## config.mk

```make
export PLATFORM = sky130hd
export DESIGN_NAME = gflm_front
export DESIGN_NICKNAME = d
export VERILOG_FILES = /design/src/sv/gflm_pkg.sv /design/src/sv/gflm_front.sv
export SDC_FILE = /design/constraint.sdc
export NUM_CORES = 1
export LEC_CHECK = 0
export BUFFER_PORTS_ARGS = -buffer_cell sky130_fd_sc_hd__buf_2
export CAP_MARGIN = 20
export CORE_UTILIZATION = 43
export CTS_CLUSTER_SIZE = 24
export DETAILED_ROUTE_END_ITERATION = 8
export PLACE_DENSITY = 0.84
export SLEW_MARGIN = 20
export SYNTH_ARGS = -nofsm -noshare
export SYNTH_HDL_FRONTEND = slang
export SYNTH_SLANG_ARGS = --single-unit
export TNS_END_PERCENT = 20
```

## constraint.sdc

```tcl
create_clock -name clk -period 3 [get_ports clk]
set_clock_uncertainty 0.1 [all_clocks]
set_input_delay 0.6 -clock clk [delete_from_list [all_inputs] [get_ports clk]]
set_output_delay 0.6 -clock clk [all_outputs]
set_load 0.1 [all_outputs]
```

## src/sv/gflm_pkg.sv

```systemverilog
// ----------------------------------------------------------------------------
// gflm_pkg: shared types and constants for the group-filtered L1 medoid block
// Field widths, register indexes, the load queue entry and the search states.
// ----------------------------------------------------------------------------
package gflm_pkg;

  localparam int COORD_W    = 32;
  localparam int SIDX_W     = 6;
  localparam int DIDX_W     = 12;
  localparam int GROUP_W    = 8;
  localparam int SUM_W      = 56;
  localparam int CNT_W      = 7;
  localparam int DIMS_W     = 13;
  localparam int CFG_IDX_W  = 2;
  localparam int CFG_DATA_W = 13;
  localparam int IN_DATA_W  = 64;
  localparam int OUT_DATA_W = 64;
  localparam int QDEPTH     = 4;
  localparam int QPTR_W     = 2;

  localparam logic [SUM_W-1:0] SUM_MAX = '1;

  typedef enum logic [CFG_IDX_W-1:0] {
    CFG_SAMPLE_COUNT = 2'd0,
    CFG_DIM_COUNT    = 2'd1,
    CFG_TARGET_GROUP = 2'd2,
    CFG_USE_ALL      = 2'd3
  } cfg_idx_t;

  typedef struct packed {
    logic [CNT_W-1:0]   sample_count;
    logic [DIMS_W-1:0]  dim_count;
    logic [GROUP_W-1:0] target_group;
    logic               use_all;
  } cfg_t;

  // One load request after classification
  typedef struct packed {
    logic [COORD_W-1:0] coord_value;
    logic [SIDX_W-1:0]  sample_index;
    logic [DIDX_W-1:0]  dim_index;
    logic [GROUP_W-1:0] group_id;
    logic               last;
    logic               coord_ok;
    logic               group_ok;
  } entry_t;

  typedef enum logic [1:0] {
    B_IDLE,
    B_RUN,
    B_DRAIN,
    B_DONE
  } back_state_t;

endpackage

```

## src/sv/gflm_front.sv

```systemverilog
// ----------------------------------------------------------------------------
// gflm_front: input stage of the medoid block
// Registers each load request and flags whether its store addresses are valid.
// ----------------------------------------------------------------------------
module gflm_front #(
  parameter int MAX_SAMPLES = 64,
  parameter int MAX_DIMS    = 4096
) (
  input  logic                             clk,
  input  logic                             rst_n,
  input  logic                             in_tvalid,
  output logic                             in_tready,
  input  logic [gflm_pkg::IN_DATA_W-1:0]   in_tdata,
  input  logic                             in_tlast,
  output logic                             push_valid,
  input  logic                             push_ready,
  output gflm_pkg::entry_t                 push_data
);

  logic             vld_r, vld_nxt;
  gflm_pkg::entry_t ent_r, ent_nxt;
  logic             take;

  assign in_tready  = !vld_r || push_ready;
  assign take       = in_tvalid && in_tready;
  assign push_valid = vld_r;
  assign push_data  = ent_r;

  always_comb begin
    ent_nxt              = ent_r;
    ent_nxt.coord_value  = in_tdata[31:0];
    ent_nxt.sample_index = in_tdata[37:32];
    ent_nxt.dim_index    = in_tdata[49:38];
    ent_nxt.group_id     = in_tdata[57:50];
    ent_nxt.last         = in_tlast;
    ent_nxt.group_ok     = int'(in_tdata[37:32]) < MAX_SAMPLES;
    ent_nxt.coord_ok     = (int'(in_tdata[37:32]) < MAX_SAMPLES) &&
                           (int'(in_tdata[49:38]) < MAX_DIMS);
    if (take) begin
      vld_nxt = 1'b1;
    end else if (push_ready) begin
      vld_nxt = 1'b0;
    end else begin
      vld_nxt = vld_r;
    end
  end

  always_ff @(posedge clk) begin
    if (!rst_n) begin
      vld_r <= 1'b0;
    end else begin
      vld_r <= vld_nxt;
    end
  end

  always_ff @(posedge clk) begin
    if (take) begin
      ent_r <= ent_nxt;
    end
  end

endmodule

```

==> metrics.md <==
| Metric | Value |
|---|---|
| Synth Instances | 67 |
| Final Hold Fails | 0 |
| RSZ-0062 raised after global routing | false |
| First-pass GRT wire length | 4720 um |
| Mean Syn Cell Area | 27.6 sq um |
| WHS Path Cells | 1 |
| Max-slew headroom | 0.503 |
| Area occupied by multi-input gates | 41.3 sq um |
| Post-CTS setup buffer count | 0 |
| Sequential Power Share | 0.475 |
| Crit path top cell by count | buf_2 |
| Combinational share of power | 0.222 |
| Post-layout min period | 1930 ps |
| R2r endpoint | push_data[23]$_DFFE_PP_ |
| Cell Rows | 23 |
| Proportion of layout cells with a drive suffix above 1 | 0.678 |
| Critical Path AT | 1230 ps |
| Worst path bufs/invs | 2 |
| Final wirelength | 3490 um |
| Internal | 1.41 mW |
| Net Sw Frac | 0.324 |
| Nets | 269 |
| Status | completed |
| I/O pin count | 132 |
| CTS buffer count | 9 |
| Pwr Density | 773 nW/um^2 |
| CTS Sinks | 60 |
| Fin area | 2700 sq um |
| FILL cells | 292 |
| Ys Warns | 0 |
| Sw power | 676 uW |
| Max-cap violations | 0 |
| Initial DRT Pass Iterations | 4 |
| Gr usage total | 0.159 |
| Type of the worst min-delay path | input port to flop |
| TNS Setup | 0 ps |
| CP peak stage delay | 420 ps |
| Worst path required time | 2300 ps |
| Post-layout util | 0.665 |
| PortBufs | 123 |
| CP endpoint | in_tready |
| Crit-path cells | buf_2 > nand2b_4 > buf_2 |
| CTS max path bufs | 2 |
| Gpl congestion | 0.701 |
| Largest net degree at the start of global routing | 60 |
| Worst-path clk slew | 60 ps |
| H-tree levels | 3 |
| Initial Utilization | 0.455 |
| Cts hold-fix bufs | 0 |
| Post-synthesis sequential area ratio | 0.970 |
| CP max stage cell | buf_2 |
| Wire per inst | 13.7 um |
| Worst vdd ir | 0.000466 V |
| Tcrit/Tclk final | 0.643 |
| Die area | 4560 sq um |
| Post-CTS sizing | 0 |
| Core area | 4060 sq um |
| CP max FO | 3 |
| Crit-path leading delay family | buffers and inverters |
| Final setup violation count | 0 |
| GR Overflow Total | 0 |
| Worst-Skew Late Latency | 310 ps |
| Antenna violations before repair | 0 |
| Synth unique cells | 8 |
| Yosys reg bits | 60 |
| Max Fclk | 518 MHz |
| LEAKAGE | 1.18 nW |
| Reg2Reg Depth | 2 |
| Placed Area | 2510 sq um |
| # diodes | 0 |
| DRT iter0 DRCs | 84 |
| Worst hold slack | 362 ps |
| Worst r2r src | push_valid$_SDFFE_PN0P_ |
| Seq. cell area | 1790 sq um |
| Number of global-route vias before repair | 1030 |
| Final Max Tran Viols | 0 |
| CTS tree | yes |
| Clk network pwr share | 0.302 |
| Crit path from | push_ready |
| Routed Antenna Nets | 0 |
| Crit path depth | 3 |
| Kind of critical path | input port to primary output |
| Via count | 1092 |
| Die W | 67.6 um |
| Hold Startpoint | in_tdata[1] |
| Die Y | 67.6 um |
| Clock Root Buffer | clkbuf_8 |
| Worst R2R Setup Slack | 1430 ps |
| Vias/cell | 4.28 |
| Setup crit end kind | primary output |
| Post-Syn Area | 1850 sq um |
| Worst setup SP type | input port |
| Synth-to-layout area growth | 45.9% |
| Detail Placement HPWL | 2600 um |
| Slew @ Worst Pin | 745 ps |
| DRC viols | 0 |
==> flip-flops by register name, summed over array words and instances (netlist names) <==
register and flops:
push_valid 1, push_data 59
==> worst register-to-register path: cells and delay by family, from the launching register on <==
kind	cells	cell delay, ps
flops	1	340
simple gates	2	730
==> kinds of logic (layout without fill, tap and decap cells) <==
kind of cell / Yosys count / after routing / synth area share
other: 1 / 2 / 0.00203
flip-flops: 60 / 60 / 0.970
AO/OA/AOI/OAI: 1 / 1 / 0.00609
AND/OR/NAND/NOR: 2 / 2 / 0.0122
buffers and inverters: 3 / 140 / 0.0102
==> final cells by class <==
type	count	share of cell area
clock buffer	15	0.0654
inverter	1	0.00139
multi-input combinational	5	0.0153
sequential	60	0.665
timing repair buffer	123	0.228
tap	50	0.0232
clock inverter	1	0.00186
==> through the flow <==
| step | power [mW] | std cells | setup WS, ps |
|---|---|---|---|
| floorplan | 1.39 | 68 | 766 |
| global placement | 1.47 | 239 | 1080 |
| detailed placement | 1.47 | 239 | 1050 |
| CTS | 2.11 | 255 | 1070 |
| global route | 2.16 | 255 | 1060 |
| finish | 2.08 | 255 | 1070 |
==> placed cells by master (no fill, tap or decap) <==
master / n
and2_4: 1
clkinv_2: 1
dfxtp_1: 1
buf_2: 123
conb_1: 2
edfxtp_1: 59
a21boi_2: 1
inv_1: 1
clkbuf_1: 3
nand2b_4: 1
clkbuf_8: 12
==> worst min path at each step <==
stage	slack [ps]	to
after floorplan	600	push_data[10]$_DFFE_PP_
after global placement	390	push_valid$_SDFFE_PN0P_
after detailed placement	420	push_valid$_SDFFE_PN0P_
after CTS	340	push_data[27]$_DFFE_PP_
after global routing	330	push_data[8]$_DFFE_PP_
final	360	push_data[30]$_DFFE_PP_
==> synth_stat cells (all sizes together) <==
cell type  instances  area, sq um
conb               1         3.75
dfxtp              1         20.0
nand2b             1         13.8
inv                1         3.75
and2               1         8.76
edfxtp            59         1770
buf                2         15.0
a21boi             1         11.3
==> power by group through the flow <==
stage / clock (mW) / sequential (mW) / combinational (mW)
CTS: 0.654 / 0.992 / 0.465
detailed placement: 0 / 1.01 / 0.465
global placement: 0 / 1.01 / 0.461
floorplan: 0 / 1.35 / 0.0357
finish: 0.631 / 0.991 / 0.463
global route: 0.688 / 0.995 / 0.476
==> metal layers <==
layer  vias up  share of wire  global-route usage
li1        525              -                   -
met1       488           0.37               0.159
met2        77           0.49               0.235
met3         2           0.13               0.108
met4         0         0.0097               0.112
met5         -              0                   0
Power figures use the tool's default switching activity.
