### src/sv/gflm_pkg.sv
// ----------------------------------------------------------------------------
// gflm_pkg: shared types and constants for the group-filtered L1 medoid block
// Field widths, register indexes, the load queue entry and the search states.
// ----------------------------------------------------------------------------
package gflm_pkg;

  localparam int COORD_W    = 32;
  localparam int SIDX_W     = 6;
  localparam int DIDX_W     = 12;
  localparam int GROUP_W    = 8;
  localparam int SUM_W      = 56;
  localparam int CNT_W      = 7;
  localparam int DIMS_W     = 13;
  localparam int CFG_IDX_W  = 2;
  localparam int CFG_DATA_W = 13;
  localparam int IN_DATA_W  = 64;
  localparam int OUT_DATA_W = 64;
  localparam int QDEPTH     = 4;
  localparam int QPTR_W     = 2;

  localparam logic [SUM_W-1:0] SUM_MAX = '1;

  typedef enum logic [CFG_IDX_W-1:0] {
    CFG_SAMPLE_COUNT = 2'd0,
    CFG_DIM_COUNT    = 2'd1,
    CFG_TARGET_GROUP = 2'd2,
    CFG_USE_ALL      = 2'd3
  } cfg_idx_t;

  typedef struct packed {
    logic [CNT_W-1:0]   sample_count;
    logic [DIMS_W-1:0]  dim_count;
    logic [GROUP_W-1:0] target_group;
    logic               use_all;
  } cfg_t;

  // One load request after classification
  typedef struct packed {
    logic [COORD_W-1:0] coord_value;
    logic [SIDX_W-1:0]  sample_index;
    logic [DIDX_W-1:0]  dim_index;
    logic [GROUP_W-1:0] group_id;
    logic               last;
    logic               coord_ok;
    logic               group_ok;
  } entry_t;

  typedef enum logic [1:0] {
    B_IDLE,
    B_RUN,
    B_DRAIN,
    B_DONE
  } back_state_t;

endpackage

### src/sv/gflm_fifo.sv
// ----------------------------------------------------------------------------
// gflm_fifo: short load queue
// Decouples request intake from the store and search engine.
// ----------------------------------------------------------------------------
module gflm_fifo (
  input  logic             clk,
  input  logic             rst_n,
  input  logic             push_valid,
  output logic             push_ready,
  input  gflm_pkg::entry_t push_data,
  output logic             pop_valid,
  input  logic             pop_ready,
  output gflm_pkg::entry_t pop_data
);

  gflm_pkg::entry_t                  slot_r [gflm_pkg::QDEPTH];
  logic [gflm_pkg::QPTR_W-1:0]       wr_ptr_r, rd_ptr_r;
  logic [gflm_pkg::QPTR_W:0]         count_r, count_nxt;
  logic                              do_push, do_pop;

  assign push_ready = count_r != (gflm_pkg::QPTR_W + 1)'(gflm_pkg::QDEPTH);
  assign pop_valid  = count_r != '0;
  assign pop_data   = slot_r[rd_ptr_r];
  assign do_push    = push_valid && push_ready;
  assign do_pop     = pop_valid && pop_ready;

  always_comb begin
    count_nxt = count_r;
    if (do_push && !do_pop) begin
      count_nxt = count_r + 1'b1;
    end else if (do_pop && !do_push) begin
      count_nxt = count_r - 1'b1;
    end
  end

  always_ff @(posedge clk) begin
    if (!rst_n) begin
      wr_ptr_r <= '0;
      rd_ptr_r <= '0;
      count_r  <= '0;
    end else begin
      count_r <= count_nxt;
      if (do_push) begin
        wr_ptr_r <= wr_ptr_r + 1'b1;
      end
      if (do_pop) begin
        rd_ptr_r <= rd_ptr_r + 1'b1;
      end
    end
  end

  always_ff @(posedge clk) begin
    if (do_push) begin
      slot_r[wr_ptr_r] <= push_data;
    end
  end

endmodule

### config.mk
export PLATFORM = sky130hd
export DESIGN_NAME = gflm_fifo
export DESIGN_NICKNAME = d
export VERILOG_FILES = /design/src/sv/gflm_pkg.sv /design/src/sv/gflm_fifo.sv
export SDC_FILE = /design/constraint.sdc
export NUM_CORES = 1
export LEC_CHECK = 0
export ABC_AREA = 1
export BUFFER_PORTS_ARGS = -buffer_cell sky130_fd_sc_hd__clkbuf_2
export CORE_AREA = 2 2 179 181
export CTS_CLUSTER_DIAMETER = 80
export DETAILED_ROUTE_END_ITERATION = 16
export DIE_AREA = 0 0 181 183
export MAX_ROUTING_LAYER = met4
export RECOVER_POWER = 100
export SLEW_MARGIN = 40
export SYNTH_ARGS = -nofsm -noshare
export SYNTH_HDL_FRONTEND = slang
export SYNTH_SLANG_ARGS = --single-unit
### constraint.sdc
create_clock -name clk -period 7.2 [get_ports clk]
set_input_delay 0.72 -clock clk [delete_from_list [all_inputs] [get_ports clk]]
set_output_delay 0.72 -clock clk [all_outputs]
set_load 0.02 [all_outputs]
==> flow_summary_export.csv, run 1 <==
group,metric,value,unit
sta,slew_headroom,-1.14,
sta,final_max_slew_viol_count,268,
sta,tightest_slew,3.20,ns
sta,setup-tns-final,0,ns
synth,synth_fp_nets,728,
synth,synth.top_cell.area_share,0.724,
detailed_routing,drc,0,
floorplanning,initial_core_util,0.324,
clock_tree,h-tree-depth,1,
clock_tree,root_buffer,"clkbuf_16",
global_route,globalRouteTotalUtil,0.130,
pwr,power.leakage,3.72,nW
synth,netlist_instances,657,
clock_tree,clk_pin_slew,0.07,ns
place,port_buffers,127,
sta,period_needed,4.80,ns
synth,syn_area_per_cell,15.4,sq um
setup_path,cp.required,7.26,ns
floorplanning,die_area,33100,sq um
sta,hold_viol,0,
setup_path,path_max_fanout,46,
synth,ys_seq_elements,253,
pwr,power.density,364,nW/um^2
clock_tree,ctsResizeCount,0,
place,hpwl,11.8,mm
sta,rsz0062_at_grt,"false",
synth,synthDistinctLibCells,24,
setup_path,critPathKind,"flip-flop to flip-flop",
detailed_routing,vias_per_cell,4.74,
clock_tree,clk_latency,0.54,ns
global_route,grt_max_degree,84,
job,cap_violations,8,
cells_and_area,final_cell_mix,"edfxtp_1, clkbuf_1, o21ai_0",
global_route,antenna_found_initial,2,
sta,fin_skew,0.0318,ns
cells_and_area,final_cells,1206,
detailed_routing,wl,21.2,mm
floorplanning,die_x,181,um
global_route,grt_pass1_wl,32.7,mm
sta,period_share,0.667,
floorplanning,design.core.area,31200,sq um
detailed_routing,dr.pass1.iters,4,
clock_tree,hold_buffers,0,
synth,yosysWarnings,0,
min_path,min_path_type,"input pin to flip-flop",
floorplanning,fp.dieH,183,um
global_route,gr-total-overflow,0,
place,place_congestion,0.719,
setup_path,cp.arrival,4.86,ns
setup_path,cp-start-kind,"flip-flop",
cells_and_area,final_layout_size_suffix_gt1_frac,0.187,
detailed_routing,wire_per_inst,17.6,um
detailed_routing,final_antenna_net_count,0,
status,violations,"max-capacitance violations, max-slew violations",
synth,synthTopCellsByArea,"edfxtp_1, o22ai_2, o21ai_0, nor2_4, nor2_1",
cells_and_area,layout.nets,855,
clock_tree,cts_tree,"built",
clock_tree,clockBufferDepth,3,
detailed_routing,drtIter0Drc,315,
synth,synth.largest_area_cell,"edfxtp_1",
global_route,grt_pass1_vias,5783,
setup_path,cp-end-kind,"flip-flop",
detailed_routing,num_vias,5713,
setup_path,crit_chain,"nor2_1 -> nand2_1 -> nand2_1 -> nor2_1 -> clkbuf_1",
setup_path,critPathMaxStageDelay,2.34,ns
clock_tree,cts_setup_buffers,0,
setup_path,crit_slowest_cell,"clkbuf_1",
floorplanning,num_rows,65,
status,status,"finished with violations",
sta,timing.fmax,208,MHz
floorplanning,io_pins,128,
cells_and_area,final_common_cell,"edfxtp_1",
pwr,ir_drop,0.000211,V
clock_tree,cts_buffers,27,
cells_and_area,syn2layout_area_growth,15.6,%
synth,ys_seq_area_frac,0.742,
synth,synthesis.area,10100,sq um
sta,setup_viol,0,
clock_tree,cts.sinks,253,
place,dp.cells,1157,
[cell type report]
class / instances / area, sq um
fill: 3012 / 19500
sequential: 253 / 7510
multi-input combinational: 350 / 2250
clock buffer: 32 / 694
timing repair buffer: 136 / 563
tap: 402 / 503
clock inverter: 15 / 104
inverter: 16 / 65.1
antenna: 2 / 5.00
[layer usage]
layer  track usage  wire, um  up-vias
li1              -         -     2712
met3        0.0280      1280       33
met5             -         0        -
met4        0.0319       386        0
met2         0.219     10200      141
met1         0.162      9380     2827
[Yosys cell counts (all sizes together)]
library cell  number
a21oi              3
buf               28
clkbuf            10
dfxtp              9
edfxtp           244
fa                 1
ha                 5
inv               16
nand2             15
nand3              4
nand3b             1
nor2             136
o21ai            123
o22ai             61
xor2               1
[per-stage QoR]
stage	power (mW)	setup slack [ns]	hold WS (ns)	area, sq um	utilization
detailed placement	3.09	4.08	0.508	11100	0.355
CTS	4.37	3.48	0.374	11900	0.380
finish	4.25	2.40	0.439	11700	0.374
global placement	3.07	3.85	0.496	11100	0.354
global route	4.49	1.82	0.442	11700	0.374
floorplan	2.75	3.31	0.465	10100	-
[final timing paths]
| kind | from | endpoint | slack (ns) | cells after the start |
|---|---|---|---|---|
| setup / recovery | count_r[0]$_SDFFE_PN0P_ | slot_r[0][57]$_DFFE_PP_ | 2.40 | 5 |
| hold / removal | push_data[37] | slot_r[0][37]$_DFFE_PP_ | 0.44 | 1 |
| setup reg to reg | count_r[0]$_SDFFE_PN0P_ | slot_r[0][57]$_DFFE_PP_ | 2.40 | 5 |
| hold reg to reg | rd_ptr_r[1]$_SDFFE_PN0P_ | flip-flop | 0.50 | 2 |
[cell families after synthesis]
| kind of cell | after synthesis | synth area share |
|---|---|---|
| AO/OA/AOI/OAI | 187 | 0.125 |
| XOR/XNOR | 1 | 0.000866 |
| adder cells (fa/ha/maj) | 6 | 0.00816 |
| buffers and inverters | 54 | 0.0351 |
| flip-flops | 253 | 0.742 |
| AND/OR/NAND/NOR | 156 | 0.0884 |
[state kept, by name (all words and copies together), names as in the netlist, named ones only]
register	flops
wr_ptr_r	2
rd_ptr_r	2
count_r	3
slot_r	244
[power breakdown]
| part | switching [mW] | total, mW | internal [mW] |
|---|---|---|---|
| clock network | 0.544 | 1.26 | 0.719 |
| logic | 0.813 | 1.13 | 0.312 |
| registers | 0.0646 | 1.87 | 1.80 |
[worst max-delay path: cells and delay by family (launching register included)]
family / cells / cell delay [ns]
flops: 1 / 0.39
simple gates: 4 / 1.53
buf+inv: 1 / 2.34
(Power assumes the default switching activity.)
==> run 2: changes to the inputs <==
- clock period: 7.2 -> 4.3 ns (I/O delays scaled with it)
==> run 2 against run 1 <==
Net effect: the run still ends with max-capacitance violations, max-slew violations left; cell count is 0.41% higher; sequential power rose by 68%; hold slack got worse by 0.29 ns; first-iteration DRC count is 28% higher; sequential share of layout area decreased by 0.87 points; global-route usage down 0.32 points.
==> flow_summary_export.csv, run 2 (synthesis gave the netlist of run 1 again) <==
group,metric,value,unit
place,place_congestion,0.710,
setup_path,critPathKind,"flip-flop to output pin",
cells_and_area,layout.nets,858,
pwr,power.leakage,3.80,nW
setup_path,cp.arrival,3.20,ns
cells_and_area,final_cells,1211,
detailed_routing,wl_met3,1.17,mm
pwr,power.density,627,nW/um^2
cells_and_area,final_common_cell,"edfxtp_1",
cells_and_area,final_cell_mix,"edfxtp_1, clkbuf_1, o21ai_0",
cells_and_area,largest_register_ffs,244,
place,hpwl,12.1,mm
detailed_routing,highest_layer,"met4",
setup_path,reg2reg_depth,5,
clock_tree,clockBufferDepth,3,
setup_path,cp-start-kind,"flip-flop",
sta,setup_viol,0,
floorplanning,num_rows,65,
place,dp.cells,1159,
clock_tree,clk_pin_slew,0.06,ns
status,violations,"max-capacitance violations, max-slew violations",
floorplanning,die_x,181,um
setup_path,ff2ff_setup_slack,0.95,ns
detailed_routing,num_vias,5640,
clock_tree,cts_tree,"built",
global_route,antenna_found_initial,1,
min_path,min_path_cells,1,
detailed_routing,vias_per_cell,4.66,
sta,period_share,0.845,
detailed_routing,final_antenna_net_count,0,
floorplanning,die_area,33100,sq um
sta,hold_viol,0,
setup_path,reg2reg_to,"slot_r[3][55]$_DFFE_PP_",
setup_path,cp-end-kind,"output pin",
cells_and_area,syn2layout_area_growth,17.3,%
status,status,"finished with violations",
job,cap_violations,4,
floorplanning,design.core.area,31200,sq um
global_route,grt_pass1_wl,31.7,mm
detailed_routing,wire_per_inst,17.3,um
detailed_routing,met1_length,9.48,mm
clock_tree,ctsResizeCount,0,
cells_and_area,fill_cells,3015,
global_route,gr-total-overflow,0,
setup_path,regToRegStartpoint,"count_r[0]$_SDFFE_PN0P_",
detailed_routing,drtIter0Drc,403,
cells_and_area,seq_area,7510,sq um
detailed_routing,drc,0,
global_route,globalRouteTotalUtil,0.127,
setup_path,path_max_fanout,64,
global_route,grt_max_degree,65,
cells_and_area,multi_input_area,2270,sq um
sta,period_needed,3.63,ns
clock_tree,root_buffer,"clkbuf_16",
clock_tree,clk_latency,0.53,ns
floorplanning,fp.dieH,183,um
clock_tree,cts.sinks,253,
pwr,ir_drop,0.000426,V
min_path,min_path_type,"input pin to flip-flop",
sta,holdWs,0.149,ns
detailed_routing,dr.pass1.iters,4,
place,port_buffers,127,
cells_and_area,largestRegisters,"slot_r: 244 flops, count_r: 3 flops",
min_path,holdCritStartpoint,"push_data[36]",
sta,setup-tns-final,0,ns
clock_tree,cts_buffers,28,
floorplanning,initial_core_util,0.324,
sta,timing.fmax,275,MHz
detailed_routing,met2_length,9.84,mm
sta,final_max_slew_viol_count,180,
clock_tree,cts_setup_buffers,0,
cells_and_area,final_layout_size_suffix_gt1_frac,0.200,
sta,fin_skew,0.0108,ns
setup_path,cp.required,3.87,ns
sta,tightest_slew,1.93,ns
min_path,holdPathEnd,"slot_r[0][36]$_DFFE_PP_",
sta,rsz0062_at_grt,"false",
clock_tree,h-tree-depth,1,
detailed_routing,wl,20.9,mm
global_route,grt_pass1_vias,5671,
cells_and_area,regMostFlops,"slot_r",
floorplanning,io_pins,128,
sta,slew_headroom,-0.288,
clock_tree,hold_buffers,0,
-- run 2: through the flow --
stage / total power, mW / cell area (sq um) / util / setup WS, ns
after detailed placement: 5.21 / 11100 / 0.356 / 1.65
after global placement: 5.17 / 11100 / 0.355 / 1.68
after CTS: 7.65 / 12100 / 0.387 / 1.07
after global routing: 7.82 / 11900 / 0.380 / 0.468
after floorplan: 4.61 / 10100 / - / 0.428
final: 7.43 / 11900 / 0.380 / 0.668
-- run 2: how the worst max path moves through the flow --
| stage | start | to | slack (ns) | depth (start not counted) |
|---|---|---|---|---|
| floorplan | count_r[0]$_SDFFE_PN0P_ | slot_r[0][0]$_DFFE_PP_ | 0.43 | 4 |
| global placement | flip-flop | pop_data[55] | 1.68 | 5 |
| detailed placement | flip-flop | pop_data[52] | 1.65 | 5 |
| CTS | flip-flop | pop_data[52] | 1.07 | 5 |
| global route | flip-flop | pop_data[16] | 0.47 | 5 |
| finish | flip-flop | pop_data[16] | 0.67 | 5 |
-- run 2: where the power goes --
part | switching (mW) | internal, mW
clock network | 0.909 | 1.50
registers | 0.130 | 3.01
logic | 1.36 | 0.526
total | 2.40 | 5.03
-- run 2: per-layer routing --
metal | vias to the layer above | GRT usage
li1 | 2715 | -
met1 | 2748 | 0.162
met2 | 137 | 0.207
met3 | 40 | 0.0292
met4 | 0 | 0.0341
met5 | - | -
-- run 2: critical path: stages (launching register included) --
cell and delay (ns):
dfxtp_4 0.52, inv_6 0.60, clkbuf_4 0.83, o21ai_0 0.20, o22ai_2 0.17, clkbuf_1 0.26
-- run 2: final cells by class --
class | instances | area share
repair buffers | 138 | 0.0478
well taps | 402 | 0.0424
clock buffers | 40 | 0.0655
multi-input cells | 350 | 0.191
diodes | 1 | 0.000211
clock inverters | 11 | 0.0141
inverters | 16 | 0.00549
flip-flops and latches | 253 | 0.633
==> run 3: changes to the inputs <==
- clock period: 4.3 -> 3.3 ns (I/O delays scaled with it)
==> run 3 against run 2 <==
Net effect: the run still ends with max-capacitance violations, max-slew violations left; die area unchanged; cell count rose by 3.7%; combinational power up 35%; critical endpoint is now pop_data[0]; largest power group unchanged.
==> flow_summary_export.csv, run 3 (synthesis gave the netlist of run 1 again) <==
group,metric,value,unit
status,status,"finished with violations",
status,violations,"max-capacitance violations, max-slew violations",
cells_and_area,multi_input_area,2270,sq um
clock_tree,clk_latency,0.53,ns
cells_and_area,seq_area,7510,sq um
setup_path,cp.required,2.97,ns
detailed_routing,drc,0,
place,dp.cells,1166,
clock_tree,cts.sinks,253,
pwr,power,9.52,mW
global_route,gr-total-overflow,0,
floorplanning,fp.dieH,183,um
setup_path,regToRegStartpoint,"count_r[0]$_SDFFE_PN0P_",
cells_and_area,largestRegisters,"slot_r: 244 flops, count_r: 3 flops",
floorplanning,initial_core_util,0.324,
cells_and_area,regMostFlops,"slot_r",
detailed_routing,final_antenna_net_count,0,
sta,setup_ws,0.486,ns
detailed_routing,vias_per_cell,4.72,
min_path,holdCritStartpoint,"rst_n",
sta,hold_viol,0,
setup_path,cp-start-kind,"flip-flop",
detailed_routing,dr.pass1.iters,4,
detailed_routing,drtIter0Drc,294,
setup_path,reg2reg_depth,5,
clock_tree,root_buffer,"clkbuf_16",
setup_path,cp-end-kind,"output pin",
place,place_congestion,0.701,
cells_and_area,final_layout_size_suffix_gt1_frac,0.180,
setup_path,path_max_fanout,61,
clock_tree,cts_setup_buffers,0,
pwr,combinationalPowerShare,0.268,
cells_and_area,layout.nets,903,
global_route,grt_pass1_vias,6225,
floorplanning,die_x,181,um
clock_tree,cts_tree,"built",
clock_tree,clockBufferDepth,3,
clock_tree,cts_buffers,27,
pwr,power.density,779,nW/um^2
sta,slew_headroom,-0.0656,
cells_and_area,fin_area,12200,sq um
cells_and_area,final_cell_mix,"edfxtp_1, clkbuf_1, o21ai_0",
place,hpwl,12.3,mm
clock_tree,hold_buffers,39,
sta,setup_viol,0,
floorplanning,io_pins,128,
sta,timing.fmax,355,MHz
global_route,grt_pass1_wl,33.7,mm
job,cap_violations,2,
pwr,p_int,6.38,mW
min_path,min_path_type,"input pin to flip-flop",
cells_and_area,fill_cells,2968,
sta,period_share,0.853,
pwr,switching_share,0.330,
global_route,antenna_found_initial,2,
cells_and_area,largest_register_ffs,244,
clock_tree,h-tree-depth,1,
sta,period_needed,2.81,ns
detailed_routing,wire_per_inst,17.0,um
pwr,power.switching,3.14,mW
floorplanning,die_area,33100,sq um
sta,final_max_slew_viol_count,50,
pwr,p_clk_frac,0.305,
place,dpl_cell_area,11100,sq um
setup_path,cp.arrival,2.48,ns
pwr,ir_drop,0.000589,V
floorplanning,num_rows,65,
sta,rsz0062_at_grt,"false",
cells_and_area,final_core_util,0.391,
sta,fin_skew,0.00982,ns
global_route,globalRouteTotalUtil,0.134,
pwr,power_frac_seq,0.426,
cells_and_area,final_common_cell,"edfxtp_1",
sta,tightest_slew,1.60,ns
clock_tree,ctsResizeCount,0,
cells_and_area,final_cells,1256,
place,dp_slack,1.12,ns
detailed_routing,wl,21.4,mm
cells_and_area,syn2layout_area_growth,20.8,%
place,port_buffers,127,
floorplanning,design.core.area,31200,sq um
pwr,power.leakage,3.93,nW
min_path,min_path_cells,3,
global_route,grt_max_degree,62,
clock_tree,clk_pin_slew,0.06,ns
detailed_routing,num_vias,5928,
setup_path,critPathKind,"flip-flop to output pin",
==> run 3: changes by cell type in the layout (fill, tap and decap cells not counted), sizes merged <==
cell,change
buf,+7
bufinv,-1
clkbuf,-7
clkinv,+6
diode,+1
dlygate4sd3,+39
==> run 3: final timing paths <==
path	endpoint	slack (ns)
setup / recovery	pop_data[0]	0.49
hold / removal	count_r[2]$_SDFFE_PN0P_	0.07
setup reg to reg	slot_r[2][60]$_DFFE_PP_	0.71
hold reg to reg	flip-flop	0.50
==> run 3: metal layers <==
metal	up-vias	track usage	routed length, um
li1	2807	-	-
met1	2951	0.166	9610
met2	138	0.223	10300
met3	32	0.0328	1200
met4	0	0.0289	309
met5	-	-	0
==> run 3: area by class of cell <==
cell class                 instances  area share
antenna                            2    0.000410
tap                              402      0.0412
clock inverter                    16      0.0124
clock buffer                      33      0.0571
sequential                       253       0.615
inverter                          16     0.00532
timing repair buffer             184      0.0825
multi-input combinational        350       0.186
==> run 3: metrics by stage <==
stage,setup TNS [ns],hold slack (ns)
after floorplan,-139.47,0.429
after global placement,0,0.487
after detailed placement,0,0.483
after CTS,0,0.000251
after global routing,0,0.0547
final,0,0.0704
==> run 3: power groups by stage <==
stage          Combinational (mW)  Clock, mW  Sequential, mW
2_1_floorplan                1.93          0            4.08
3_3_place_gp                 2.65          0            4.11
3_5_place_dp                 2.67          0            4.12
4_1_cts                      2.72       2.99            4.05
5_1_grt                      2.80       3.13            4.09
6_report                     2.55       2.91            4.05
==> run 3: critical path, cell delays in order, from the launching register on <==
cell	delay, ns
dfxtp_4	0.50
inv_2	0.08
clkbuf_4	0.65
o21ai_0	0.29
o22ai_2	0.16
clkbuf_1	0.26
